### src/ptc_pkg.sv
// types, widths and the step program of the position thrust controller
// no dependencies; imported by the controller, the datapath and the top level
package ptc_pkg;

   localparam int DATA_W      = 32;
   localparam int GAIN_W      = 16;
   localparam int QUAT_W      = 16;
   localparam int ERR_W       = 33;
   localparam int RM_W        = 22;
   localparam int MUL_A_W     = 22;
   localparam int MUL_B_W     = 33;
   localparam int PROD_W      = MUL_A_W + MUL_B_W;
   localparam int ACC_W       = 60;
   localparam int CSR_ADDR_W  = 3;
   localparam int REQ_TDATA_W = 264;
   localparam int RSP_TDATA_W = 96;
   localparam int IDX_W       = 4;
   localparam int STEP_COUNT  = 39;
   localparam int STEP_W      = 6;
   localparam int FLUSH_CYCLES = 2;

   // configuration register indexes
   localparam logic [CSR_ADDR_W-1:0] CSR_GAIN_P_X = 3'd0;
   localparam logic [CSR_ADDR_W-1:0] CSR_GAIN_P_Y = 3'd1;
   localparam logic [CSR_ADDR_W-1:0] CSR_GAIN_P_Z = 3'd2;
   localparam logic [CSR_ADDR_W-1:0] CSR_GAIN_D_X = 3'd3;
   localparam logic [CSR_ADDR_W-1:0] CSR_GAIN_D_Y = 3'd4;
   localparam logic [CSR_ADDR_W-1:0] CSR_GAIN_D_Z = 3'd5;

   // operand indexes
   localparam logic [IDX_W-1:0] AX_X = 4'd0;
   localparam logic [IDX_W-1:0] AX_Y = 4'd1;
   localparam logic [IDX_W-1:0] AX_Z = 4'd2;
   localparam logic [IDX_W-1:0] IDX_QW = 4'd0;
   localparam logic [IDX_W-1:0] IDX_QI = 4'd1;
   localparam logic [IDX_W-1:0] IDX_QJ = 4'd2;
   localparam logic [IDX_W-1:0] IDX_QK = 4'd3;
   localparam logic [IDX_W-1:0] RM_00 = 4'd0;
   localparam logic [IDX_W-1:0] RM_01 = 4'd1;
   localparam logic [IDX_W-1:0] RM_02 = 4'd2;
   localparam logic [IDX_W-1:0] RM_10 = 4'd3;
   localparam logic [IDX_W-1:0] RM_11 = 4'd4;
   localparam logic [IDX_W-1:0] RM_12 = 4'd5;
   localparam logic [IDX_W-1:0] RM_20 = 4'd6;
   localparam logic [IDX_W-1:0] RM_21 = 4'd7;
   localparam logic [IDX_W-1:0] RM_22 = 4'd8;

   typedef enum logic [1:0] {A_KP, A_KD, A_QUAT, A_RM} a_sel_type;
   typedef enum logic [1:0] {B_ERR, B_VEL, B_QUAT, B_WORLD} b_sel_type;
   typedef enum logic [2:0] {
      ACC_SET, ACC_ADD, ACC_SUB, ACC_SET2, ACC_ADD2, ACC_SUB2
   } acc_op_type;
   typedef enum logic [1:0] {WB_NONE, WB_WORLD, WB_RM, WB_BODY} wb_sel_type;
   typedef enum logic [1:0] {ST_IDLE, ST_RUN, ST_FLUSH, ST_PUSH} ctrl_state_type;

   typedef struct packed {
      logic              issue;
      a_sel_type         a_sel;
      logic [IDX_W-1:0]  a_idx;
      b_sel_type         b_sel;
      logic [IDX_W-1:0]  b_idx;
      acc_op_type        acc_op;
      wb_sel_type        wb_sel;
      logic [IDX_W-1:0]  wb_idx;
   } step_type;

   typedef struct packed {
      logic     capture;
      logic     load_target;
      logic     push;
      step_type step;
   } ctrl_cmd_type;

   typedef struct packed {
      logic out_free;
   } dp_status_type;

   function automatic step_type st(input a_sel_type a_sel, input logic [IDX_W-1:0] a_idx,
                                   input b_sel_type b_sel, input logic [IDX_W-1:0] b_idx,
                                   input acc_op_type op, input wb_sel_type wb,
                                   input logic [IDX_W-1:0] wb_idx);
      step_type s;
      s.issue  = 1'b1;
      s.a_sel  = a_sel;
      s.a_idx  = a_idx;
      s.b_sel  = b_sel;
      s.b_idx  = b_idx;
      s.acc_op = op;
      s.wb_sel = wb;
      s.wb_idx = wb_idx;
      return s;
   endfunction

   // one multiply per step: world terms, rotation matrix, then body vector
   function automatic step_type step_lookup(input logic [STEP_W-1:0] idx);
      step_type s;
      s = '0;
      case (idx)
         6'd0:  s = st(A_KP, AX_X, B_ERR, AX_X, ACC_SET, WB_NONE, AX_X);
         6'd1:  s = st(A_KD, AX_X, B_VEL, AX_X, ACC_SUB, WB_WORLD, AX_X);
         6'd2:  s = st(A_KP, AX_Y, B_ERR, AX_Y, ACC_SET, WB_NONE, AX_Y);
         6'd3:  s = st(A_KD, AX_Y, B_VEL, AX_Y, ACC_SUB, WB_WORLD, AX_Y);
         6'd4:  s = st(A_KP, AX_Z, B_ERR, AX_Z, ACC_SET, WB_NONE, AX_Z);
         6'd5:  s = st(A_KD, AX_Z, B_VEL, AX_Z, ACC_SUB, WB_WORLD, AX_Z);
         // r00 = ww + ii - jj - kk
         6'd6:  s = st(A_QUAT, IDX_QW, B_QUAT, IDX_QW, ACC_SET, WB_NONE, RM_00);
         6'd7:  s = st(A_QUAT, IDX_QI, B_QUAT, IDX_QI, ACC_ADD, WB_NONE, RM_00);
         6'd8:  s = st(A_QUAT, IDX_QJ, B_QUAT, IDX_QJ, ACC_SUB, WB_NONE, RM_00);
         6'd9:  s = st(A_QUAT, IDX_QK, B_QUAT, IDX_QK, ACC_SUB, WB_RM, RM_00);
         // r01 = 2(ij - wk)
         6'd10: s = st(A_QUAT, IDX_QI, B_QUAT, IDX_QJ, ACC_SET2, WB_NONE, RM_01);
         6'd11: s = st(A_QUAT, IDX_QW, B_QUAT, IDX_QK, ACC_SUB2, WB_RM, RM_01);
         // r02 = 2(ik + wj)
         6'd12: s = st(A_QUAT, IDX_QI, B_QUAT, IDX_QK, ACC_SET2, WB_NONE, RM_02);
         6'd13: s = st(A_QUAT, IDX_QW, B_QUAT, IDX_QJ, ACC_ADD2, WB_RM, RM_02);
         // r10 = 2(ij + wk)
         6'd14: s = st(A_QUAT, IDX_QI, B_QUAT, IDX_QJ, ACC_SET2, WB_NONE, RM_10);
         6'd15: s = st(A_QUAT, IDX_QW, B_QUAT, IDX_QK, ACC_ADD2, WB_RM, RM_10);
         // r11 = ww - ii + jj - kk
         6'd16: s = st(A_QUAT, IDX_QW, B_QUAT, IDX_QW, ACC_SET, WB_NONE, RM_11);
         6'd17: s = st(A_QUAT, IDX_QI, B_QUAT, IDX_QI, ACC_SUB, WB_NONE, RM_11);
         6'd18: s = st(A_QUAT, IDX_QJ, B_QUAT, IDX_QJ, ACC_ADD, WB_NONE, RM_11);
         6'd19: s = st(A_QUAT, IDX_QK, B_QUAT, IDX_QK, ACC_SUB, WB_RM, RM_11);
         // r12 = 2(jk - wi)
         6'd20: s = st(A_QUAT, IDX_QJ, B_QUAT, IDX_QK, ACC_SET2, WB_NONE, RM_12);
         6'd21: s = st(A_QUAT, IDX_QW, B_QUAT, IDX_QI, ACC_SUB2, WB_RM, RM_12);
         // r20 = 2(ik - wj)
         6'd22: s = st(A_QUAT, IDX_QI, B_QUAT, IDX_QK, ACC_SET2, WB_NONE, RM_20);
         6'd23: s = st(A_QUAT, IDX_QW, B_QUAT, IDX_QJ, ACC_SUB2, WB_RM, RM_20);
         // r21 = 2(jk + wi)
         6'd24: s = st(A_QUAT, IDX_QJ, B_QUAT, IDX_QK, ACC_SET2, WB_NONE, RM_21);
         6'd25: s = st(A_QUAT, IDX_QW, B_QUAT, IDX_QI, ACC_ADD2, WB_RM, RM_21);
         // r22 = ww - ii - jj + kk
         6'd26: s = st(A_QUAT, IDX_QW, B_QUAT, IDX_QW, ACC_SET, WB_NONE, RM_22);
         6'd27: s = st(A_QUAT, IDX_QI, B_QUAT, IDX_QI, ACC_SUB, WB_NONE, RM_22);
         6'd28: s = st(A_QUAT, IDX_QJ, B_QUAT, IDX_QJ, ACC_SUB, WB_NONE, RM_22);
         6'd29: s = st(A_QUAT, IDX_QK, B_QUAT, IDX_QK, ACC_ADD, WB_RM, RM_22);
         // body[n] = sum over m of r[m][n] * world[m]
         6'd30: s = st(A_RM, RM_00, B_WORLD, AX_X, ACC_SET, WB_NONE, AX_X);
         6'd31: s = st(A_RM, RM_10, B_WORLD, AX_Y, ACC_ADD, WB_NONE, AX_X);
         6'd32: s = st(A_RM, RM_20, B_WORLD, AX_Z, ACC_ADD, WB_BODY, AX_X);
         6'd33: s = st(A_RM, RM_01, B_WORLD, AX_X, ACC_SET, WB_NONE, AX_Y);
         6'd34: s = st(A_RM, RM_11, B_WORLD, AX_Y, ACC_ADD, WB_NONE, AX_Y);
         6'd35: s = st(A_RM, RM_21, B_WORLD, AX_Z, ACC_ADD, WB_BODY, AX_Y);
         6'd36: s = st(A_RM, RM_02, B_WORLD, AX_X, ACC_SET, WB_NONE, AX_Z);
         6'd37: s = st(A_RM, RM_12, B_WORLD, AX_Y, ACC_ADD, WB_NONE, AX_Z);
         6'd38: s = st(A_RM, RM_22, B_WORLD, AX_Z, ACC_ADD, WB_BODY, AX_Z);
         default: s = '0;
      endcase
      return s;
   endfunction

endpackage

### src/pd_position_thrust_controller_top.sv
// top level of the pd position thrust controller; depends on ptc_pkg, ptc_ctrl, ptc_datapath
// a setpoint load produces no result
// a measurement runs 39 steps on one shared 22x33 multiplier, then flush and push states;
// the push waits while a held result is not taken, and rsp_tvalid rises after the push
// req_tready stays low from the acceptance of a measurement until its push
// synchronous active-high reset: gains p=1.0, d=0, target zero, no result pending
module pd_position_thrust_controller_top (
   input  logic                               clock,
   input  logic                               reset,
   input  logic                               csr_we,
   input  logic [ptc_pkg::CSR_ADDR_W-1:0]     csr_addr,
   input  logic [ptc_pkg::GAIN_W-1:0]         csr_wdata,
   input  logic                               req_tvalid,
   output logic                               req_tready,
   // pos_x, pos_y, pos_z, vel_x, vel_y, vel_z, quat_w, quat_i, quat_j, quat_k,
   // altitude_only, zero fill
   input  logic [ptc_pkg::REQ_TDATA_W-1:0]    req_tdata,
   // req_type
   input  logic                               req_tuser,
   output logic                               rsp_tvalid,
   input  logic                               rsp_tready,
   // thrust_x, thrust_y, thrust_z
   output logic [ptc_pkg::RSP_TDATA_W-1:0]    rsp_tdata
);
   import ptc_pkg::*;

   logic signed [DATA_W-1:0] pos [3];
   logic signed [DATA_W-1:0] vel [3];
   logic signed [QUAT_W-1:0] quat [4];
   logic signed [DATA_W-1:0] thrust [3];
   logic                     altitude_only;
   ctrl_cmd_type             cmd;
   dp_status_type            status;

   always_comb begin
      for (int a = 0; a < 3; a++) begin
         pos[a] = req_tdata[a*DATA_W +: DATA_W];
         vel[a] = req_tdata[(a+3)*DATA_W +: DATA_W];
      end
      for (int q = 0; q < 4; q++)
         quat[q] = req_tdata[6*DATA_W + q*QUAT_W +: QUAT_W];
      altitude_only = req_tdata[6*DATA_W + 4*QUAT_W];
   end

   ptc_ctrl u_ctrl (
      .clock     (clock),
      .reset     (reset),
      .req_valid (req_tvalid),
      .req_meas  (req_tuser),
      .req_ready (req_tready),
      .status    (status),
      .cmd       (cmd)
   );

   ptc_datapath u_datapath (
      .clock         (clock),
      .reset         (reset),
      .csr_we        (csr_we),
      .csr_addr      (csr_addr),
      .csr_wdata     (csr_wdata),
      .pos           (pos),
      .vel           (vel),
      .quat          (quat),
      .altitude_only (altitude_only),
      .cmd           (cmd),
      .status        (status),
      .rsp_ready     (rsp_tready),
      .rsp_valid     (rsp_tvalid),
      .thrust        (thrust)
   );

   assign rsp_tdata = {thrust[2], thrust[1], thrust[0]};

endmodule

### src/ptc_ctrl.sv
// sequencer of the position thrust controller: walks the step program
// depends on ptc_pkg
module ptc_ctrl (
   input  logic                   clock,
   input  logic                   reset,
   input  logic                   req_valid,
   input  logic                   req_meas,
   output logic                   req_ready,
   input  ptc_pkg::dp_status_type status,
   output ptc_pkg::ctrl_cmd_type  cmd
);
   import ptc_pkg::*;

   ctrl_state_type     state_ff, state_in;
   logic [STEP_W-1:0]  step_ff, step_in;

   always_ff @(posedge clock) begin
      if (reset) begin
         state_ff <= ST_IDLE;
         step_ff  <= '0;
      end else begin
         state_ff <= state_in;
         step_ff  <= step_in;
      end
   end

   always_comb begin
      state_in  = state_ff;
      step_in   = step_ff;
      req_ready = 1'b0;
      cmd       = '0;
      unique case (state_ff)
         ST_IDLE: begin
            req_ready = 1'b1;
            step_in   = '0;
            if (req_valid) begin
               if (req_meas) begin
                  cmd.capture = 1'b1;
                  state_in    = ST_RUN;
               end else begin
                  cmd.load_target = 1'b1;
               end
            end
         end
         ST_RUN: begin
            cmd.step = step_lookup(step_ff);
            step_in  = step_ff + 1'b1;
            if (step_ff == STEP_W'(STEP_COUNT - 1)) begin
               step_in  = '0;
               state_in = ST_FLUSH;
            end
         end
         ST_FLUSH: begin
            // let the multiply, accumulate and write-back stages finish the last body term
            step_in = step_ff + 1'b1;
            if (step_ff == STEP_W'(FLUSH_CYCLES - 1)) begin
               step_in  = '0;
               state_in = ST_PUSH;
            end
         end
         ST_PUSH: begin
            if (status.out_free) begin
               cmd.push = 1'b1;
               state_in = ST_IDLE;
            end
         end
         default: state_in = ST_IDLE;
      endcase
   end

endmodule

### src/ptc_datapath.sv
// datapath of the position thrust controller: gains, target, shared multiplier,
// accumulator, world vector, rotation matrix and output register; depends on ptc_pkg
module ptc_datapath (
   input  logic                                   clock,
   input  logic                                   reset,
   input  logic                                   csr_we,
   input  logic [ptc_pkg::CSR_ADDR_W-1:0]         csr_addr,
   input  logic [ptc_pkg::GAIN_W-1:0]             csr_wdata,
   input  logic signed [ptc_pkg::DATA_W-1:0]      pos [3],
   input  logic signed [ptc_pkg::DATA_W-1:0]      vel [3],
   input  logic signed [ptc_pkg::QUAT_W-1:0]      quat [4],
   input  logic                                   altitude_only,
   input  ptc_pkg::ctrl_cmd_type                  cmd,
   output ptc_pkg::dp_status_type                 status,
   input  logic                                   rsp_ready,
   output logic                                   rsp_valid,
   output logic signed [ptc_pkg::DATA_W-1:0]      thrust [3]
);
   import ptc_pkg::*;

   localparam logic signed [ACC_W-1:0] SAT_MAX = {{(ACC_W-31){1'b0}}, {31{1'b1}}};
   localparam logic signed [ACC_W-1:0] SAT_MIN = {{(ACC_W-31){1'b1}}, 31'd0};
   localparam logic signed [ACC_W-1:0] HALF_WORLD = ACC_W'(128);
   localparam logic signed [ACC_W-1:0] HALF_RM    = ACC_W'(2048);
   localparam logic signed [ACC_W-1:0] HALF_BODY  = ACC_W'(32768);

   function automatic logic signed [DATA_W-1:0] sat32(input logic signed [ACC_W-1:0] x);
      logic signed [DATA_W-1:0] r;
      if (x > SAT_MAX)
         r = SAT_MAX[DATA_W-1:0];
      else if (x < SAT_MIN)
         r = SAT_MIN[DATA_W-1:0];
      else
         r = x[DATA_W-1:0];
      return r;
   endfunction

   logic [GAIN_W-1:0]           gain_p_ff [3];
   logic [GAIN_W-1:0]           gain_d_ff [3];
   logic signed [DATA_W-1:0]    target_ff [3];
   logic signed [ERR_W-1:0]     err_ff [3];
   logic signed [DATA_W-1:0]    vel_ff [3];
   logic signed [QUAT_W-1:0]    quat_ff [4];
   logic                        alt_ff;
   logic signed [DATA_W-1:0]    world_ff [3];
   logic signed [RM_W-1:0]      rm_ff [9];
   logic signed [DATA_W-1:0]    body_ff [3];
   logic signed [DATA_W-1:0]    thrust_ff [3];
   logic                        rsp_valid_ff;

   logic signed [MUL_A_W-1:0]   op_a;
   logic signed [MUL_B_W-1:0]   op_b;
   logic signed [PROD_W-1:0]    prod_ff, prod_in;
   logic signed [ACC_W-1:0]     acc_ff, acc_in;
   logic signed [ACC_W-1:0]     prod_ext, prod_dbl;

   logic                        s1_valid_ff, s2_valid_ff;
   acc_op_type                  s1_op_ff;
   wb_sel_type                  s1_wb_ff, s2_wb_ff;
   logic [IDX_W-1:0]            s1_idx_ff, s2_idx_ff;

   logic signed [ACC_W-1:0]     world_shift, rm_shift, body_shift;

   // configuration registers
   always_ff @(posedge clock) begin
      if (reset) begin
         for (int a = 0; a < 3; a++) begin
            gain_p_ff[a] <= GAIN_W'(256);
            gain_d_ff[a] <= '0;
         end
      end else if (csr_we) begin
         case (csr_addr)
            CSR_GAIN_P_X: gain_p_ff[0] <= csr_wdata;
            CSR_GAIN_P_Y: gain_p_ff[1] <= csr_wdata;
            CSR_GAIN_P_Z: gain_p_ff[2] <= csr_wdata;
            CSR_GAIN_D_X: gain_d_ff[0] <= csr_wdata;
            CSR_GAIN_D_Y: gain_d_ff[1] <= csr_wdata;
            CSR_GAIN_D_Z: gain_d_ff[2] <= csr_wdata;
            default: ;
         endcase
      end
   end

   always_ff @(posedge clock) begin
      if (reset) begin
         for (int a = 0; a < 3; a++)
            target_ff[a] <= '0;
      end else if (cmd.load_target) begin
         for (int a = 0; a < 3; a++)
            target_ff[a] <= pos[a];
      end
   end

   // measurement capture, error formed once at full width
   always_ff @(posedge clock) begin
      if (cmd.capture) begin
         for (int a = 0; a < 3; a++) begin
            err_ff[a] <= {target_ff[a][DATA_W-1], target_ff[a]} - {pos[a][DATA_W-1], pos[a]};
            vel_ff[a] <= vel[a];
         end
         for (int q = 0; q < 4; q++)
            quat_ff[q] <= quat[q];
         alt_ff <= altitude_only;
      end
   end

   always_comb begin
      unique case (cmd.step.a_sel)
         A_KP:   op_a = MUL_A_W'({1'b0, gain_p_ff[cmd.step.a_idx[1:0]]});
         A_KD:   op_a = MUL_A_W'({1'b0, gain_d_ff[cmd.step.a_idx[1:0]]});
         A_QUAT: op_a = MUL_A_W'(quat_ff[cmd.step.a_idx[1:0]]);
         A_RM:   op_a = rm_ff[cmd.step.a_idx];
         default: op_a = '0;
      endcase
      unique case (cmd.step.b_sel)
         B_ERR:   op_b = err_ff[cmd.step.b_idx[1:0]];
         B_VEL:   op_b = MUL_B_W'(vel_ff[cmd.step.b_idx[1:0]]);
         B_QUAT:  op_b = MUL_B_W'(quat_ff[cmd.step.b_idx[1:0]]);
         B_WORLD: op_b = MUL_B_W'(world_ff[cmd.step.b_idx[1:0]]);
         default: op_b = '0;
      endcase
      prod_in = op_a * op_b;
   end

   // multiply stage
   always_ff @(posedge clock) begin
      if (cmd.step.issue)
         prod_ff <= prod_in;
      s1_op_ff  <= cmd.step.acc_op;
      s1_wb_ff  <= cmd.step.wb_sel;
      s1_idx_ff <= cmd.step.wb_idx;
   end

   always_comb begin
      prod_ext = ACC_W'(prod_ff);
      prod_dbl = prod_ext <<< 1;
      case (s1_op_ff)
         ACC_SET:  acc_in = prod_ext;
         ACC_ADD:  acc_in = acc_ff + prod_ext;
         ACC_SUB:  acc_in = acc_ff - prod_ext;
         ACC_SET2: acc_in = prod_dbl;
         ACC_ADD2: acc_in = acc_ff + prod_dbl;
         ACC_SUB2: acc_in = acc_ff - prod_dbl;
         default:  acc_in = acc_ff;
      endcase
   end

   // accumulate stage
   always_ff @(posedge clock) begin
      if (s1_valid_ff)
         acc_ff <= acc_in;
      s2_wb_ff  <= s1_wb_ff;
      s2_idx_ff <= s1_idx_ff;
   end

   always_ff @(posedge clock) begin
      if (reset) begin
         s1_valid_ff <= 1'b0;
         s2_valid_ff <= 1'b0;
      end else begin
         s1_valid_ff <= cmd.step.issue;
         s2_valid_ff <= s1_valid_ff;
      end
   end

   // rounding to q16 with floor shift
   always_comb begin
      world_shift = (acc_ff + HALF_WORLD) >>> 8;
      rm_shift    = (acc_ff + HALF_RM) >>> 12;
      body_shift  = (acc_ff + HALF_BODY) >>> 16;
   end

   // write-back stage
   always_ff @(posedge clock) begin
      if (s2_valid_ff) begin
         unique case (s2_wb_ff)
            WB_NONE: ;
            WB_WORLD: begin
               if (alt_ff && (s2_idx_ff != AX_Z))
                  world_ff[s2_idx_ff[1:0]] <= '0;
               else
                  world_ff[s2_idx_ff[1:0]] <= sat32(world_shift);
            end
            WB_RM:   rm_ff[s2_idx_ff] <= rm_shift[RM_W-1:0];
            WB_BODY: body_ff[s2_idx_ff[1:0]] <= sat32(body_shift);
            default: ;
         endcase
      end
   end

   // output register
   always_ff @(posedge clock) begin
      if (cmd.push) begin
         for (int a = 0; a < 3; a++)
            thrust_ff[a] <= body_ff[a];
      end
   end

   always_ff @(posedge clock) begin
      if (reset)
         rsp_valid_ff <= 1'b0;
      else if (cmd.push)
         rsp_valid_ff <= 1'b1;
      else if (rsp_ready)
         rsp_valid_ff <= 1'b0;
   end

   assign status.out_free = !rsp_valid_ff || rsp_ready;
   assign rsp_valid       = rsp_valid_ff;
   assign thrust          = thrust_ff;

endmodule

### config.mk
export PLATFORM = sky130hd
export DESIGN_NAME = pd_position_thrust_controller_top
export DESIGN_NICKNAME = d
export VERILOG_FILES = /design/src/ptc_pkg.sv /design/src/pd_position_thrust_controller_top.sv /design/src/ptc_ctrl.sv /design/src/ptc_datapath.sv
export SDC_FILE = /design/constraint.sdc
export NUM_CORES = 2
export LEC_CHECK = 0
export ABC_AREA = 1
export BUFFER_PORTS_ARGS = -buffer_cell sky130_fd_sc_hd__buf_2
export CORE_UTILIZATION = 67
export DETAILED_ROUTE_END_ITERATION = 10
export GPL_ROUTABILITY_DRIVEN = 1
export PLACE_DENSITY_LB_ADDON = 0.3
export SLEW_MARGIN = 10
export SYNTH_ARGS = -nofsm -noshare
export SYNTH_HDL_FRONTEND = slang
export SYNTH_SLANG_ARGS = --single-unit
### constraint.sdc
create_clock -name clock -period 27.4 [get_ports clock]
set_input_delay 5.48 -clock clock [delete_from_list [all_inputs] [get_ports clock]]
set_output_delay 5.48 -clock clock [all_outputs]
set_load 0.03 [all_outputs]
==> summary.txt <==
Outcome = finished clean
Critical Path End Type = flop
Layout cells sized above 1 = 7.962%
Num ports = 387
Worst-Margin Slew = 1349 ps
WP data arrival = 12700 ps
Synth Net Count = 11670
Synth cell types = 58
Clk slew on worst S/H paths = 70 ps
RSZ-0062 raised after global routing = false
Max Slew Vio Count = 0
Clk sinks = 1097
Synth area leaders = edfxtp_1, fa_1, nand2_1
Post-Syn Area = 0.08830 mm^2
Row Count = 132
Crit path required time = 27860 ps
Post_cts resized = 0
Clk_lat worst skew = 780 ps
Post-synthesis sequential area ratio = 36.81%
Hold Crit Class = reg2reg
CP peak stage delay = 1010 ps
Die W = 365.0 um
Placed wire-length estimate = 234200 um
Layout Area Growth over Synthesis = 7.999%
Pre-antenna DRT Iters = 10
#FFs+latches synth = 1097
Die H = 365.0 um
Pin count of the biggest net entering global routing = 177
H-Tree Depth = 3
Top cells by count, synth = nand2_1, inv_1, edfxtp_1
Starting density of the core = 67.85%
Reg area = 0.03250 mm^2
Final hold vios = 0
WS Path Type = reg2reg
Cell count after synthesis = 10260
Worst setup SP type = flop
WHS Path Cells = 0
Max-cap viol count = 0
# port buffers = 379
Vias = 78060
Most frequent cell after synthesis = nand2_1
Total track usage = 46.94%
Most used cell, CP = inv_1
WL/cell = 25.42 um
Worst Skew = 84.84 ps
Warning count from the yosys run = 0
Multi-input logic area = 0.04756 mm^2
Drt drc = 0
TritonCTS buffer count = 109
Min Tclk post-route = 12250 ps
Final WL = 314700 um
Clk root buf = clkbuf_16
GRT overflow = 0
Hold Buf Count CTS = 0
# Post-CTS Setup Buffers = 0
Core area = 0.1301 mm^2
Synth Flop Type = edfxtp_1
Worst-path fanout max = 45
Filler cell count = 8991
Slowest library cell on the worst path = fa_1
CTS max path bufs = 3
Worst relative slew slack = 9.123%
Die area = 0.1332 mm^2
Critical path depth in cells = 35
Via density = 6.308
Initial antenna violation count = 37
R2R depth = 35
Max Fclk = 81.66 MHz
Layout net count = 11920
CTS tree = built
Post-synth EDFFs = 1053
Final setup violation count = 0
CP delay by family, top = adder cells
Routability Congestion = 1.109
Iter 0 DRT Violations = 11560
Vias in the first global route = 78060
Setup_tns = 0 ps
Final ANT Viol Nets = 0
Final period util = 44.69%
Ys async rst share = 0%
First-pass GRT wire length = 460600 um
Synth top area share = 35.81%
Dominant cell type by area after synthesis = edfxtp_1
CP bufs+invs = 13
Avg Inst Size Synth = 8.609 um^2
[flip-flops by register name, summed over array words and instances (netlist names), 6 cells and up, named ones only]
register / flops
rsp_tdata: 96
u_datapath.gain_d_ff: 48
u_datapath.acc_ff: 60
u_datapath.gain_p_ff: 48
u_datapath.prod_ff: 55
u_datapath.body_ff: 96
u_datapath.err_ff: 99
u_datapath.vel_ff: 96
u_ctrl.step_ff: 6
u_datapath.quat_ff: 64
u_datapath.target_ff: 96
u_datapath.rm_ff: 198
u_datapath.world_ff: 96
[worst reg2reg max path, delay by kind of cell, from the launching register on]
| family | cells | cell delay (ps) |
|---|---|---|
| compound gates | 3 | 1120 |
| simple gates | 10 | 2570 |
| flops | 1 | 340 |
| buf+inv | 13 | 3170 |
| fa+ha+maj | 9 | 4750 |
[path summary, 6_finish.rpt]
path,from,end,slack (ps)
worst min register to register,u_datapath.s1_idx_ff[2],u_datapath.s2_idx_ff[2],330
worst max-delay path,u_ctrl.state_ff[1],u_datapath.prod_ff[53],15150
worst max register to register,u_ctrl.state_ff[1],u_datapath.prod_ff[53],15150
worst min-delay path,u_datapath.s1_idx_ff[2],u_datapath.s2_idx_ff[2],330
[cell usage in the layout (no fill, tap or decap), types with 16 or more instances in the layout]
cell       instances
o21ai_1           16
o31ai_1           30
nor2_1           939
buf_2            379
ha_1             393
nor4_1            20
nor3_1            86
xor2_1           206
a31oi_1           55
clkbuf_16        109
nand4_1          120
clkinv_2          20
diode_2           34
fa_1             727
o2111ai_1         24
o221ai_1          22
buf_4            101
dfxtp_1           44
inv_2             28
o21bai_1          35
inv_1           1801
or2_2             42
a21oi_2           31
clkbuf_1          16
clkinv_1          31
edfxtp_1        1053
nand3_1          460
o211ai_1          54
a21o_1            28
o21ai_0          438
nand2_1         2348
o22ai_1           23
xnor2_1           78
nor2_2            40
nand3b_1          23
o21a_1            22
a21oi_1          587
a221oi_1          29
[cells by family (layout without fill, tap and decap cells)]
group	after synthesis	in the layout	synth area share [%]
flip-flops	1097	1097	36.81
buffers and inverters	2173	2516	9.616
other	0	34	0
AO/OA/AOI/OAI	1450	1450	9.470
AND/OR/NAND/NOR	4133	4133	19.24
XOR/XNOR	284	284	2.817
adder cells (fa/ha/maj)	1120	1120	22.05
[final cells by class]
| type | instances | share of cell area (%) |
|---|---|---|
| clock buffer | 125 | 2.923 |
| clock inverter | 74 | 0.7046 |
| inverter | 1836 | 7.236 |
| multi-input combinational | 6987 | 49.87 |
| antenna | 34 | 0.08922 |
| timing repair buffer | 481 | 2.805 |
| sequential | 1097 | 34.08 |
| tap | 1742 | 2.286 |
[through the flow]
stage / worst slack [ps] / cells / util [%] / hold slack [ps] / instance area [um^2]
floorplan: 10140 / 10260 / - / 309.6 / 88300
global placement: 16070 / 12140 / 70.54 / 315.9 / 91810
detailed placement: 15650 / 12140 / 70.54 / 318.0 / 91810
CTS: 15530 / 12340 / 73.20 / 338.0 / 95270
global route: 14410 / 12370 / 73.25 / 343.1 / 95340
finish: 15150 / 12380 / 73.27 / 334.3 / 95360
[per-layer routing]
metal  vias up  track usage (%)  part of all wire (%)
met5         -                0                 0.040
met4        16            33.53                   8.7
li1      33620                -                     -
met3      1665            15.03                    14
met1     36250            57.49                    34
met2      6516            70.42                    43
Power is not shown: default switching activity piles up to over one toggle a cycle in this logic, so the estimate is an artifact.
